**src/rtl/epsc_pkg.sv**
```systemverilog
// ----------------------------------------------------------------------------
// epsc_pkg
// Shared widths, reset values, register indexes and state codes for the
// encoder-fed PID speed controller.
// ----------------------------------------------------------------------------
package epsc_pkg;

  localparam int COUNT_WIDTH_DEF = 16;
  localparam int SPEED_WIDTH_DEF = 21;

  localparam int GAIN_W    = 16;
  localparam int WIN_W     = 16;
  localparam int TOP_W     = 16;
  localparam int RATE_W    = 32;
  localparam int TGT_W     = 21;
  localparam int PWM_W     = 16;
  localparam int FRAC_BITS = 8;
  localparam int CFG_W     = 32;
  localparam int CFG_IDX_W = 3;
  localparam int SUM_W     = WIN_W + 1;
  localparam int PID_TERMS = 3;

  localparam int RPM_PER_HZ = 60;

  localparam logic [GAIN_W-1:0] GAIN_P_RST  = 16'd589;
  localparam logic [GAIN_W-1:0] GAIN_I_RST  = 16'd172;
  localparam logic [GAIN_W-1:0] GAIN_D_RST  = 16'd0;
  localparam logic [WIN_W-1:0]  WINDUP_RST  = 16'd1000;
  localparam logic [TOP_W-1:0]  TOP_RST     = 16'hFFFF;
  localparam logic [RATE_W-1:0] RATE_RST    = 32'd1000000;

  localparam logic MODE_TICK   = 1'b0;
  localparam logic MODE_TOGGLE = 1'b1;

  typedef enum logic [CFG_IDX_W-1:0] {
    REG_GAIN_P    = 3'd0,
    REG_GAIN_I    = 3'd1,
    REG_GAIN_D    = 3'd2,
    REG_WINDUP    = 3'd3,
    REG_TOP       = 3'd4,
    REG_TICK_RATE = 3'd5
  } cfg_idx_t;

  typedef enum logic [2:0] {
    S_IDLE,
    S_DIV,
    S_SPEED,
    S_ERR,
    S_SUM,
    S_MAC,
    S_APPLY,
    S_DONE
  } ctl_state_t;

endpackage

```
**src/rtl/epsc_if.sv**
```systemverilog
// ----------------------------------------------------------------------------
// epsc_if
// Valid/ready channels of the speed controller: input words and result words.
// ----------------------------------------------------------------------------
interface epsc_in_if import epsc_pkg::*; #(
  parameter int CW = COUNT_WIDTH_DEF
);
  logic                    valid;
  logic                    ready;
  logic                    mode;
  logic [CW-1:0]           encoder_count;
  logic signed [TGT_W-1:0] target_speed;
  logic                    direction;

  modport source (output valid, mode, encoder_count, target_speed, direction,
                  input ready);
  modport sink   (input valid, mode, encoder_count, target_speed, direction,
                  output ready);
endinterface

interface epsc_out_if import epsc_pkg::*; #(
  parameter int SW = SPEED_WIDTH_DEF
);
  logic             valid;
  logic             ready;
  logic [PWM_W-1:0] pwm_compare;
  logic             drive_in1;
  logic             drive_in2;
  logic             pwm_enabled;
  logic [SW-2:0]    measured_speed;
  logic             zero_interval;

  modport source (output valid, pwm_compare, drive_in1, drive_in2, pwm_enabled,
                  measured_speed, zero_interval, input ready);
  modport sink   (input valid, pwm_compare, drive_in1, drive_in2, pwm_enabled,
                  measured_speed, zero_interval, output ready);
endinterface

```
**src/rtl/epsc_div.sv**
```systemverilog
// ----------------------------------------------------------------------------
// epsc_div
// Restoring divider, one quotient bit per cycle. When all NUM_W quotient bits
// are in, done pulses with the quotient in quo.
// ----------------------------------------------------------------------------
module epsc_div import epsc_pkg::*; #(
  parameter int NUM_W = RATE_W,
  parameter int DEN_W = COUNT_WIDTH_DEF
) (
  input  logic             clk,
  input  logic             rst,
  input  logic             start,
  input  logic [NUM_W-1:0] num,
  input  logic [DEN_W-1:0] den,
  output logic             done,
  output logic [NUM_W-1:0] quo
);

  localparam int CNT_W = $clog2(NUM_W);

  logic             busy;
  logic [CNT_W-1:0] cnt;
  logic [DEN_W-1:0] rem;
  logic [DEN_W-1:0] den_q;
  logic [NUM_W-1:0] dq;

  logic [DEN_W:0] r_shift;
  logic [DEN_W:0] trial;
  logic           ge;

  assign r_shift = {rem, dq[NUM_W-1]};
  assign trial   = r_shift - {1'b0, den_q};
  assign ge      = ~trial[DEN_W];
  assign quo     = dq;

  always_ff @(posedge clk) begin
    if (rst) begin
      busy <= 1'b0;
      done <= 1'b0;
      cnt  <= '0;
    end else begin
      done <= 1'b0;
      if (start) begin
        busy <= 1'b1;
        cnt  <= '0;
      end else if (busy) begin
        cnt <= cnt + 1'b1;
        if (cnt == CNT_W'(NUM_W - 1)) begin
          busy <= 1'b0;
          done <= 1'b1;
        end
      end
    end
  end

  // dividend shifts out the top while quotient bits shift in below
  always_ff @(posedge clk) begin
    if (start) begin
      rem   <= '0;
      dq    <= num;
      den_q <= den;
    end else if (busy) begin
      dq  <= {dq[NUM_W-2:0], ge};
      rem <= ge ? trial[DEN_W-1:0] : r_shift[DEN_W-1:0];
    end
  end

endmodule

```
**src/rtl/epsc_mac.sv**
```systemverilog
// ----------------------------------------------------------------------------
// epsc_mac
// Shift-add multiply-accumulate of three signed terms by three unsigned gains,
// one gain bit per cycle; done pulses once every gain bit of all PID_TERMS terms is in.
// ----------------------------------------------------------------------------
module epsc_mac import epsc_pkg::*; #(
  parameter int ACC_W = 41
) (
  input  logic                    clk,
  input  logic                    rst,
  input  logic                    start,
  input  logic signed [ACC_W-1:0] x [PID_TERMS],
  input  logic [GAIN_W-1:0]       g [PID_TERMS],
  output logic                    done,
  output logic signed [ACC_W-1:0] acc
);

  localparam int TERM_W = $clog2(PID_TERMS);
  localparam int BIT_W  = $clog2(GAIN_W);

  logic                    busy;
  logic [TERM_W-1:0]       term;
  logic [BIT_W-1:0]        bitc;
  logic signed [ACC_W-1:0] mcand;
  logic [GAIN_W-1:0]       mult;
  logic [TERM_W-1:0]       term_nx;
  logic                    last_bit;
  logic                    last_term;

  assign term_nx   = term + 1'b1;
  assign last_bit  = (bitc == BIT_W'(GAIN_W - 1));
  assign last_term = (term == TERM_W'(PID_TERMS - 1));

  always_ff @(posedge clk) begin
    if (rst) begin
      busy <= 1'b0;
      done <= 1'b0;
      term <= '0;
      bitc <= '0;
    end else begin
      done <= 1'b0;
      if (start) begin
        busy <= 1'b1;
        term <= '0;
        bitc <= '0;
      end else if (busy) begin
        bitc <= bitc + 1'b1;
        if (last_bit) begin
          bitc <= '0;
          if (last_term) begin
            busy <= 1'b0;
            done <= 1'b1;
          end else begin
            term <= term_nx;
          end
        end
      end
    end
  end

  always_ff @(posedge clk) begin
    if (start) begin
      acc   <= '0;
      mcand <= x[0];
      mult  <= g[0];
    end else if (busy) begin
      if (mult[0]) begin
        acc <= acc + mcand;
      end
      if (last_bit && !last_term) begin
        mcand <= x[term_nx];
        mult  <= g[term_nx];
      end else begin
        mcand <= mcand <<< 1;
        mult  <= mult >> 1;
      end
    end
  end

endmodule

```
**src/rtl/encoder_pid_speed_controller.sv**
```systemverilog
// ----------------------------------------------------------------------------
// encoder_pid_speed_controller
// Encoder speed measurement and PID speed loop driving a PWM compare value
// and H-bridge pins.
//
//   channel  | dir | word                                          | handshake
//   ---------+-----+-----------------------------------------------+----------
//   in_ch    | in  | mode, encoder_count, target_speed, direction  | valid/ready
//   out_ch   | out | pwm_compare, drive pins, pwm_enabled, speed,  | valid/ready
//            |     | zero_interval                                 |
//   cfg      | in  | cfg_we, cfg_addr, cfg_wdata                   | write only
//
// One word is processed at a time. A toggle goes straight to the apply and done
// states; a tick waits for the bit-serial divider, and a running tick with a
// nonzero target also waits for the shift-add multiplier, the two used in turn.
// A new word is taken while the previous result waits in the output register.
// Reset is synchronous and restores the register defaults and stopped state.
// ----------------------------------------------------------------------------
module encoder_pid_speed_controller import epsc_pkg::*; #(
  parameter int COUNT_WIDTH = COUNT_WIDTH_DEF,
  parameter int SPEED_WIDTH = SPEED_WIDTH_DEF
) (
  input  logic                 clk,
  input  logic                 rst,
  input  logic                 cfg_we,
  input  logic [CFG_IDX_W-1:0] cfg_addr,
  input  logic [CFG_W-1:0]     cfg_wdata,
  epsc_in_if.sink              in_ch,
  epsc_out_if.source           out_ch
);

  localparam int CW    = COUNT_WIDTH;
  localparam int SW    = SPEED_WIDTH;
  localparam int EW    = ((SW > TGT_W) ? SW : TGT_W) + 1;
  localparam int ACC_W = EW + GAIN_W + 3;
  localparam int SPEED_MAX = (1 << (SW - 1)) - 1;
  localparam int Q_SAT     = SPEED_MAX / RPM_PER_HZ;

  // configuration
  logic [GAIN_W-1:0] gain_p, gain_i, gain_d;
  logic [WIN_W-1:0]  windup_limit;
  logic [TOP_W-1:0]  counter_top;
  logic [RATE_W-1:0] tick_rate;

  always_ff @(posedge clk) begin
    if (rst) begin
      gain_p       <= GAIN_P_RST;
      gain_i       <= GAIN_I_RST;
      gain_d       <= GAIN_D_RST;
      windup_limit <= WINDUP_RST;
      counter_top  <= TOP_RST;
      tick_rate    <= RATE_RST;
    end else if (cfg_we) begin
      unique case (cfg_addr)
        REG_GAIN_P:    gain_p       <= cfg_wdata[GAIN_W-1:0];
        REG_GAIN_I:    gain_i       <= cfg_wdata[GAIN_W-1:0];
        REG_GAIN_D:    gain_d       <= cfg_wdata[GAIN_W-1:0];
        REG_WINDUP:    windup_limit <= cfg_wdata[WIN_W-1:0];
        REG_TOP:       counter_top  <= cfg_wdata[TOP_W-1:0];
        REG_TICK_RATE: tick_rate    <= cfg_wdata[RATE_W-1:0];
        default: ;
      endcase
    end
  end

  // control
  ctl_state_t state, state_next;
  logic       accept;
  logic       in_ready;

  // held word
  logic                    it_mode;
  logic [CW-1:0]           it_cnt;
  logic signed [TGT_W-1:0] it_tgt;
  logic                    it_dir;
  logic                    zflag;

  // loop state
  logic [CW-1:0]           last_count;
  logic [SW-2:0]           speed_reg;
  logic signed [EW-1:0]    err_now, err_before;
  logic signed [SUM_W-1:0] err_sum;
  logic [PWM_W-1:0]        compare_reg;
  logic                    pin_one, pin_two;
  logic                    halted;

  // output register
  logic             out_valid;
  logic [PWM_W-1:0] o_compare;
  logic             o_in1, o_in2, o_en, o_zero;
  logic [SW-2:0]    o_speed;

  // count difference with wrap correction
  logic [CW-1:0] top_c, diff;
  assign top_c = CW'(counter_top);
  assign diff  = (in_ch.encoder_count >= last_count) ?
                 (in_ch.encoder_count - last_count) :
                 (top_c - last_count + in_ch.encoder_count + CW'(1));

  assign in_ready    = (state == S_IDLE);
  assign in_ch.ready = in_ready;
  assign accept      = in_ch.valid && in_ready;

  // divider
  logic              div_start, div_done;
  logic [RATE_W-1:0] quo;
  assign div_start = accept && (in_ch.mode == MODE_TICK);

  epsc_div #(.NUM_W(RATE_W), .DEN_W(CW)) u_div (
    .clk   (clk),
    .rst   (rst),
    .start (div_start),
    .num   (tick_rate),
    .den   (diff),
    .done  (div_done),
    .quo   (quo)
  );

  // speed from quotient
  logic [SW+5:0] spd_prod;
  logic [SW-2:0] speed_new;
  assign spd_prod  = (SW+6)'(quo[SW-1:0]) * (SW+6)'(RPM_PER_HZ);
  assign speed_new = (zflag || (quo > RATE_W'(Q_SAT))) ? (SW-1)'(SPEED_MAX)
                                                      : spd_prod[SW-2:0];

  // error terms
  logic signed [EW-1:0] e_new;
  logic signed [EW:0]   s_raw, lim_s;
  assign e_new = EW'(it_tgt) - EW'($signed({1'b0, speed_reg}));
  assign s_raw = (EW+1)'(err_sum) + (EW+1)'(err_now);
  assign lim_s = $signed((EW+1)'(windup_limit));

  // multiply-accumulate
  logic                    mac_go, mac_done;
  logic signed [ACC_W-1:0] mac_x [PID_TERMS];
  logic [GAIN_W-1:0]       mac_g [PID_TERMS];
  logic signed [ACC_W-1:0] acc;

  assign mac_x[0] = ACC_W'(err_now);
  assign mac_x[1] = ACC_W'(err_sum);
  assign mac_x[2] = ACC_W'(err_now) - ACC_W'(err_before);
  assign mac_g[0] = gain_p;
  assign mac_g[1] = gain_i;
  assign mac_g[2] = gain_d;

  epsc_mac #(.ACC_W(ACC_W)) u_mac (
    .clk   (clk),
    .rst   (rst),
    .start (mac_go),
    .x     (mac_x),
    .g     (mac_g),
    .done  (mac_done),
    .acc   (acc)
  );

  // Q8.8 scale, truncated, clamped to 0..65535
  logic             acc_pos;
  logic [PWM_W-1:0] pwm_new;
  assign acc_pos = !acc[ACC_W-1] && (|acc);
  always_comb begin
    if (!acc_pos) begin
      pwm_new = '0;
    end else if (|acc[ACC_W-1:PWM_W+FRAC_BITS]) begin
      pwm_new = '1;
    end else begin
      pwm_new = acc[PWM_W+FRAC_BITS-1:FRAC_BITS];
    end
  end

  // next state
  always_comb begin
    state_next = state;
    unique case (state)
      S_IDLE: begin
        if (accept) begin
          state_next = (in_ch.mode == MODE_TOGGLE) ? S_APPLY : S_DIV;
        end
      end
      S_DIV: begin
        if (div_done) begin
          state_next = S_SPEED;
        end
      end
      S_SPEED: begin
        state_next = (halted || (it_tgt == '0)) ? S_APPLY : S_ERR;
      end
      S_ERR:   state_next = S_SUM;
      S_SUM:   state_next = S_MAC;
      S_MAC: begin
        if (mac_done) begin
          state_next = S_APPLY;
        end
      end
      S_APPLY: state_next = S_DONE;
      S_DONE: begin
        if (!out_valid || out_ch.ready) begin
          state_next = S_IDLE;
        end
      end
      default: state_next = S_IDLE;
    endcase
  end

  always_ff @(posedge clk) begin
    if (rst) begin
      state  <= S_IDLE;
      mac_go <= 1'b0;
    end else begin
      state  <= state_next;
      mac_go <= (state == S_SUM);
    end
  end

  always_ff @(posedge clk) begin
    if (accept) begin
      it_mode <= in_ch.mode;
      it_cnt  <= in_ch.encoder_count;
      it_tgt  <= in_ch.target_speed;
      it_dir  <= in_ch.direction;
      zflag   <= (in_ch.mode == MODE_TICK) && (diff == '0);
    end
  end

  always_ff @(posedge clk) begin
    if (rst) begin
      last_count  <= '0;
      speed_reg   <= '0;
      err_now     <= '0;
      err_before  <= '0;
      err_sum     <= '0;
      compare_reg <= '0;
      pin_one     <= 1'b0;
      pin_two     <= 1'b0;
      halted      <= 1'b1;
    end else begin
      unique case (state)
        S_SPEED: speed_reg <= speed_new;
        S_ERR: begin
          err_before <= err_now;
          err_now    <= e_new;
        end
        S_SUM: begin
          if (s_raw > lim_s) begin
            err_sum <= SUM_W'(lim_s);
          end else if (s_raw < -lim_s) begin
            err_sum <= SUM_W'(-lim_s);
          end else begin
            err_sum <= SUM_W'(s_raw);
          end
        end
        S_MAC: begin
          if (mac_done) begin
            compare_reg <= pwm_new;
          end
        end
        S_APPLY: begin
          if (it_mode == MODE_TOGGLE) begin
            if (!halted) begin
              halted  <= 1'b1;
              pin_one <= 1'b0;
              pin_two <= 1'b0;
            end else begin
              last_count <= it_cnt;
              halted     <= 1'b0;
            end
          end else begin
            last_count <= it_cnt;
            if (!halted) begin
              if (it_tgt == '0) begin
                err_now     <= '0;
                err_before  <= '0;
                err_sum     <= '0;
                compare_reg <= '0;
              end
              pin_one <= it_dir;
              pin_two <= !it_dir;
            end
          end
        end
        default: ;
      endcase
    end
  end

  // output register
  logic out_load;
  assign out_load = (state == S_DONE) && (!out_valid || out_ch.ready);

  always_ff @(posedge clk) begin
    if (rst) begin
      out_valid <= 1'b0;
    end else if (out_load) begin
      out_valid <= 1'b1;
    end else if (out_ch.ready) begin
      out_valid <= 1'b0;
    end
  end

  always_ff @(posedge clk) begin
    if (out_load) begin
      o_compare <= compare_reg;
      o_in1     <= pin_one;
      o_in2     <= pin_two;
      o_en      <= !halted;
      o_speed   <= speed_reg;
      o_zero    <= zflag;
    end
  end

  assign out_ch.valid          = out_valid;
  assign out_ch.pwm_compare    = o_compare;
  assign out_ch.drive_in1      = o_in1;
  assign out_ch.drive_in2      = o_in2;
  assign out_ch.pwm_enabled    = o_en;
  assign out_ch.measured_speed = o_speed;
  assign out_ch.zero_interval  = o_zero;

`ifndef SYNTH
  a_busy_after_accept: assert property (@(posedge clk) disable iff (rst)
    accept |=> !in_ready)
    else $error("input taken while a word is in progress");

  a_stopped_pins_low: assert property (@(posedge clk) disable iff (rst)
    halted |-> !(pin_one || pin_two))
    else $error("bridge pins driven while stopped");

  a_div_done_state: assert property (@(posedge clk) disable iff (rst)
    div_done |-> (state == S_DIV))
    else $error("divider finished outside its wait state");

  a_mac_done_state: assert property (@(posedge clk) disable iff (rst)
    mac_done |-> (state == S_MAC))
    else $error("multiplier finished outside its wait state");
`endif

endmodule

```
**src/flat_wrapper.sv**
```systemverilog
// flat-port wrapper written by rule: the top's interface ports become plain ports
module encoder_pid_speed_controller_flat import epsc_pkg::*;
#(
  parameter int COUNT_WIDTH = COUNT_WIDTH_DEF,
  parameter int SPEED_WIDTH = SPEED_WIDTH_DEF
)
  (clk, rst, cfg_we, cfg_addr, cfg_wdata, in_ch_valid, in_ch_mode, in_ch_encoder_count, in_ch_target_speed, in_ch_direction, in_ch_ready, out_ch_valid, out_ch_pwm_compare, out_ch_drive_in1, out_ch_drive_in2, out_ch_pwm_enabled, out_ch_measured_speed, out_ch_zero_interval, out_ch_ready);
  epsc_in_if in_ch_i ();
  epsc_out_if out_ch_i ();
  input  logic clk;
  input  logic rst;
  input  logic cfg_we;
  input  logic [CFG_IDX_W-1:0] cfg_addr;
  input  logic [CFG_W-1:0] cfg_wdata;
  input wire logic [$bits(in_ch_i.valid)-1:0] in_ch_valid;
  input wire logic [$bits(in_ch_i.mode)-1:0] in_ch_mode;
  input wire logic [$bits(in_ch_i.encoder_count)-1:0] in_ch_encoder_count;
  input wire logic [$bits(in_ch_i.target_speed)-1:0] in_ch_target_speed;
  input wire logic [$bits(in_ch_i.direction)-1:0] in_ch_direction;
  output wire logic [$bits(in_ch_i.ready)-1:0] in_ch_ready;
  output wire logic [$bits(out_ch_i.valid)-1:0] out_ch_valid;
  output wire logic [$bits(out_ch_i.pwm_compare)-1:0] out_ch_pwm_compare;
  output wire logic [$bits(out_ch_i.drive_in1)-1:0] out_ch_drive_in1;
  output wire logic [$bits(out_ch_i.drive_in2)-1:0] out_ch_drive_in2;
  output wire logic [$bits(out_ch_i.pwm_enabled)-1:0] out_ch_pwm_enabled;
  output wire logic [$bits(out_ch_i.measured_speed)-1:0] out_ch_measured_speed;
  output wire logic [$bits(out_ch_i.zero_interval)-1:0] out_ch_zero_interval;
  input wire logic [$bits(out_ch_i.ready)-1:0] out_ch_ready;
  assign in_ch_i.valid = in_ch_valid;
  assign in_ch_i.mode = in_ch_mode;
  assign in_ch_i.encoder_count = in_ch_encoder_count;
  assign in_ch_i.target_speed = in_ch_target_speed;
  assign in_ch_i.direction = in_ch_direction;
  assign in_ch_ready = in_ch_i.ready;
  assign out_ch_valid = out_ch_i.valid;
  assign out_ch_pwm_compare = out_ch_i.pwm_compare;
  assign out_ch_drive_in1 = out_ch_i.drive_in1;
  assign out_ch_drive_in2 = out_ch_i.drive_in2;
  assign out_ch_pwm_enabled = out_ch_i.pwm_enabled;
  assign out_ch_measured_speed = out_ch_i.measured_speed;
  assign out_ch_zero_interval = out_ch_i.zero_interval;
  assign out_ch_i.ready = out_ch_ready;
  encoder_pid_speed_controller #(.COUNT_WIDTH(COUNT_WIDTH), .SPEED_WIDTH(SPEED_WIDTH)) u_core (.clk(clk), .rst(rst), .cfg_we(cfg_we), .cfg_addr(cfg_addr), .cfg_wdata(cfg_wdata), .in_ch(in_ch_i), .out_ch(out_ch_i));
endmodule
```
**config.mk**
```make
export PLATFORM = sky130hd
export DESIGN_NAME = encoder_pid_speed_controller_flat
export DESIGN_NICKNAME = d
export VERILOG_FILES = /design/src/rtl/epsc_pkg.sv /design/src/rtl/epsc_if.sv /design/src/rtl/epsc_div.sv /design/src/rtl/epsc_mac.sv /design/src/rtl/encoder_pid_speed_controller.sv /design/src/flat_wrapper.sv
export SDC_FILE = /design/constraint.sdc
export NUM_CORES = 1
export LEC_CHECK = 0
export BUFFER_PORTS_ARGS = -buffer_cell sky130_fd_sc_hd__clkbuf_2
export CAP_MARGIN = 20
export CORE_MARGIN = 2
export CORE_UTILIZATION = 40
export CTS_BUF_LIST = sky130_fd_sc_hd__clkbuf_2
export DETAILED_ROUTE_END_ITERATION = 8
export PLACE_DENSITY_LB_ADDON = 0.12
export SLEW_MARGIN = 10
export SYNTH_ARGS = -nofsm -noshare
export SYNTH_HDL_FRONTEND = slang
export SYNTH_HIERARCHICAL = 1
export SYNTH_SLANG_ARGS = --single-unit
```
**constraint.sdc**
```tcl
create_clock -name clk -period 10.92 [get_ports clk]
set_clock_uncertainty 0.2 [all_clocks]
set_input_delay 1.638 -clock clk [delete_from_list [all_inputs] [get_ports clk]]
set_output_delay 1.638 -clock clk [all_outputs]
set_load 0.1 [all_outputs]
```
==> run_results.csv <==
group,metric,value,unit
placed_design,gp_congestion,0.916,
power_and_ir_drop,internal_power,4650,uW
timing,finalMaxSlewViolations,0,
global_routing,grt_pass1_vias,25564,
clock_tree,cts_root_buffer,"clkbuf_2",
global_routing,grtUsageMet2,0.381,
power_and_ir_drop,finalPower,8450,uW
clock_tree,cts_setup_buffers,0,
route,drt_iter0_markers,1495,
power_and_ir_drop,clockPowerShare,0.174,
route,first_pass_iters,6,
global_routing,antenna_found_initial,5,
power_and_ir_drop,seqPwrFrac,0.311,
timing,relSlewSlack,0.259,
power_and_ir_drop,p_sw_frac,0.450,
placed_design,hpwlAfterDp,65.2,mm
route,ant_nets,0,
hold_path,hp-class,"reg2reg",
global_routing,met3_usage,0.0407,
floorplanning,die_h,279,um
synthesis,synth_cells,3476,
floorplanning,core,74700,sq um
power_and_ir_drop,vdd_drop_max,0.161,mV
synthesis,syn_area_per_cell,8.71,sq um
placed_design,post-place-ws,5120,ps
timing,fmax,172,MHz
critical_path,crit_fanout,35,
clock_tree,cts.path.max_buffers,3,
floorplanning,io_pins,121,
synthesis,synthArstFlopShare,0,
global_routing,grt.busiest_layer,"met2",
cells_and_area,multi_input_area,17200,sq um
clock_tree,cts_buffers,144,
critical_path,startpoint_type,"flop",
timing,finalSetupTns,0,ps
clock_tree,tritoncts,"built",
critical_path,worstSetupPathType,"reg2reg",
synthesis,ys_types,101,
route,drt-wirelength-per-cell,19.0,um
clock_tree,postCtsHoldBufs,0,
cells_and_area,reg_top3,"u_core/u_mac/acc: 41 flops, u_core/u_mac/mcand: 41 flops",
timing,tightest_slew,1110,ps
cells_and_area,regArea,11600,sq um
synthesis,seq_area_frac_synth,0.384,
clock_tree,htree_levels,4,
power_and_ir_drop,power.leakage,0.0137,uW
route,route.vias.total,25829,
synthesis,syn_nets,3824,
timing,rsz0062_at_grt,"false",
timing,min_period,5830,ps
clock_tree,clock_sinks,488,
timing,hold_viol,0,
clock_tree,cts_resized,0,
clock_tree,clock_latency,1300,ps
power_and_ir_drop,power_switching,3800,uW
critical_path,worst_setup_path_end_kind,"flop",
global_routing,gr-usage-met1,0.296,
cells_and_area,nNetsFinal,3949,
timing,fin_ws,5090,ps
floorplanning,die_x,279,um
timing,setup_viol,0,
critical_path,required,11820,ps
synthesis,synth.cell_area,30300,sq um
route,via_per_inst,5.50,
synthesis,ys_ff_latch,488,
placed_design,port_buffers,120,
synthesis,ys.flop_type,"dfxtp_1",
power_and_ir_drop,powerDensity,255,nW/um^2
global_routing,grt.total_usage,0.229,
global_routing,globalRoute.totalOverflow,0,
clock_tree,clkTransAtPathRegs,100,ps
critical_path,cp.arrival,6730,ps
route,totalWireLength,89.2,mm
synthesis,yosys_warnings,6,
global_routing,grt_max_degree,168,
global_routing,grt_pass1_wl,142,mm
cells_and_area,area_growth,9.32,%
floorplanning,die-area,77900,sq um
floorplanning,start_util,0.405,
power_and_ir_drop,combPwrFrac,0.515,
synthesis,synth_edf_count,184,
floorplanning,rows,100,
outcome,status,"complete, no violations",
cells_and_area,layout-drive-gt1-share,0.135,
route,post-route-drc-count,0,
flow_run,max-cap-violations,0,
timing,min_period_over_period,0.534,
cells_and_area,n_fill_cell,7486,
-- placed cells by master (no fill, tap or decap), types with 14 or more instances in the layout --
master,instances
a211oi_1,46
a21o_1,70
a21oi_1,385
a221oi_1,18
a22oi_1,83
a31oi_1,31
and2_1,18
and3_1,17
buf_4,24
clkbuf_2,349
clkinv_1,14
dfxtp_1,303
edfxtp_1,184
fa_1,50
ha_1,219
inv_1,218
mux2_2,37
mux2i_1,33
nand2_1,458
nand2b_1,15
nand3_1,44
nand3b_1,49
nand4_1,37
nor2_1,343
nor2b_1,28
nor3_1,80
nor4_1,27
o211ai_1,19
o21a_1,17
o21ai_0,108
o21bai_1,17
or2_2,19
xnor2_1,100
xor2_1,57
-- critical path, cell delays in order (launching register included) --
cell and delay [ps]:
dfxtp_1 500, ha_1 300, a211oi_1 250, o21bai_1 140, a211oi_1 400, a21oi_1 310, a311o_1 420, a21oi_1 170
xnor2_1 160, ha_1 320, nand2_1 100, a2111oi_0 340, o21ai_0 190, a21oi_1 180, o32ai_1 130, a221oi_2 270
o41ai_2 140, o32ai_4 260, buf_4 370, mux2i_1 230, a2bb2oi_1 180, a21oi_1 80
-- cell usage after synthesis, drive strengths merged, types with 19 or more instances --
cell type / instances / area share
a211oi: 48 / 0.012
nor2b: 31 / 0.0064
clkbuf: 130 / 0.017
nand3b: 49 / 0.012
xnor2: 101 / 0.030
mux2: 38 / 0.014
or2: 19 / 0.0039
a22oi: 83 / 0.021
a21o: 70 / 0.017
nand3: 44 / 0.0073
buf: 38 / 0.0062
nand4: 39 / 0.0085
dfxtp: 304 / 0.20
fa: 50 / 0.033
nor2: 347 / 0.043
inv: 219 / 0.027
o21ai: 117 / 0.020
o211ai: 19 / 0.0047
xor2: 57 / 0.016
a221oi: 20 / 0.0066
nor4: 29 / 0.0067
a31oi: 31 / 0.0064
nand2: 461 / 0.057
mux2i: 33 / 0.011
nor3: 83 / 0.014
ha: 219 / 0.091
a21oi: 390 / 0.065
edfxtp: 184 / 0.18
and2: 20 / 0.0042
-- cell type report --
type,count,share of cell area
clock inverter,31,0.00692
antenna,7,0.000529
timing repair buffer,147,0.0252
inverter,221,0.0251
tap,969,0.0366
multi-input combinational,2599,0.520
clock buffer,230,0.0348
sequential,488,0.351
-- power by group through the flow --
stage               combinational, uW  sequential, uW  clock (uW)
floorplan                        3320            2570           0
global placement                 4270            2660           0
detailed placement               4320            2670           0
CTS                              4360            2630        1540
global route                     4870            2670        1640
finish                           4360            2630        1470
-- worst paths after layout --
kind                            depth (start not counted)                               start  slack [ps]                                      to
worst min register to register                          0  u_core/compare_reg[3]$_SDFFE_PP0P_         220  u_core/out_ch.pwm_compare[3]$_DFFE_PP_
worst max-delay path                                   21      u_core/err_now[1]$_SDFFE_PP0P_        5090          u_core/err_sum[6]$_SDFFE_PP0P_
worst min-delay path                                    0  u_core/compare_reg[3]$_SDFFE_PP0P_         220  u_core/out_ch.pwm_compare[3]$_DFFE_PP_
worst max register to register                         21      u_core/err_now[1]$_SDFFE_PP0P_        5090          u_core/err_sum[6]$_SDFFE_PP0P_
-- routing by layer --
layer  vias to the layer above  share of wire
li1                      12659              -
met1                     12394           0.46
met2                       613           0.47
met3                       157          0.046
met4                         6          0.025
met5                         -        0.00045
-- kinds of logic after synthesis --
kind of cell    synth area share
compound gates             0.189
xor+xnor                  0.0463
fa+ha+maj                  0.124
buf+inv                   0.0502
flops                      0.384
mux                       0.0252
simple gates               0.182
-- metrics by stage --
step,utilization,area [sq um],hold WS [ps],cells
after floorplan,-,30300,202,3476
after global placement,0.424,31700,214,4422
after detailed placement,0.424,31700,217,4423
after CTS,0.442,33100,119,4684
after global routing,0.443,33100,134,4692
final,0.443,33100,222,4692
(Power assumes the default switching activity.)
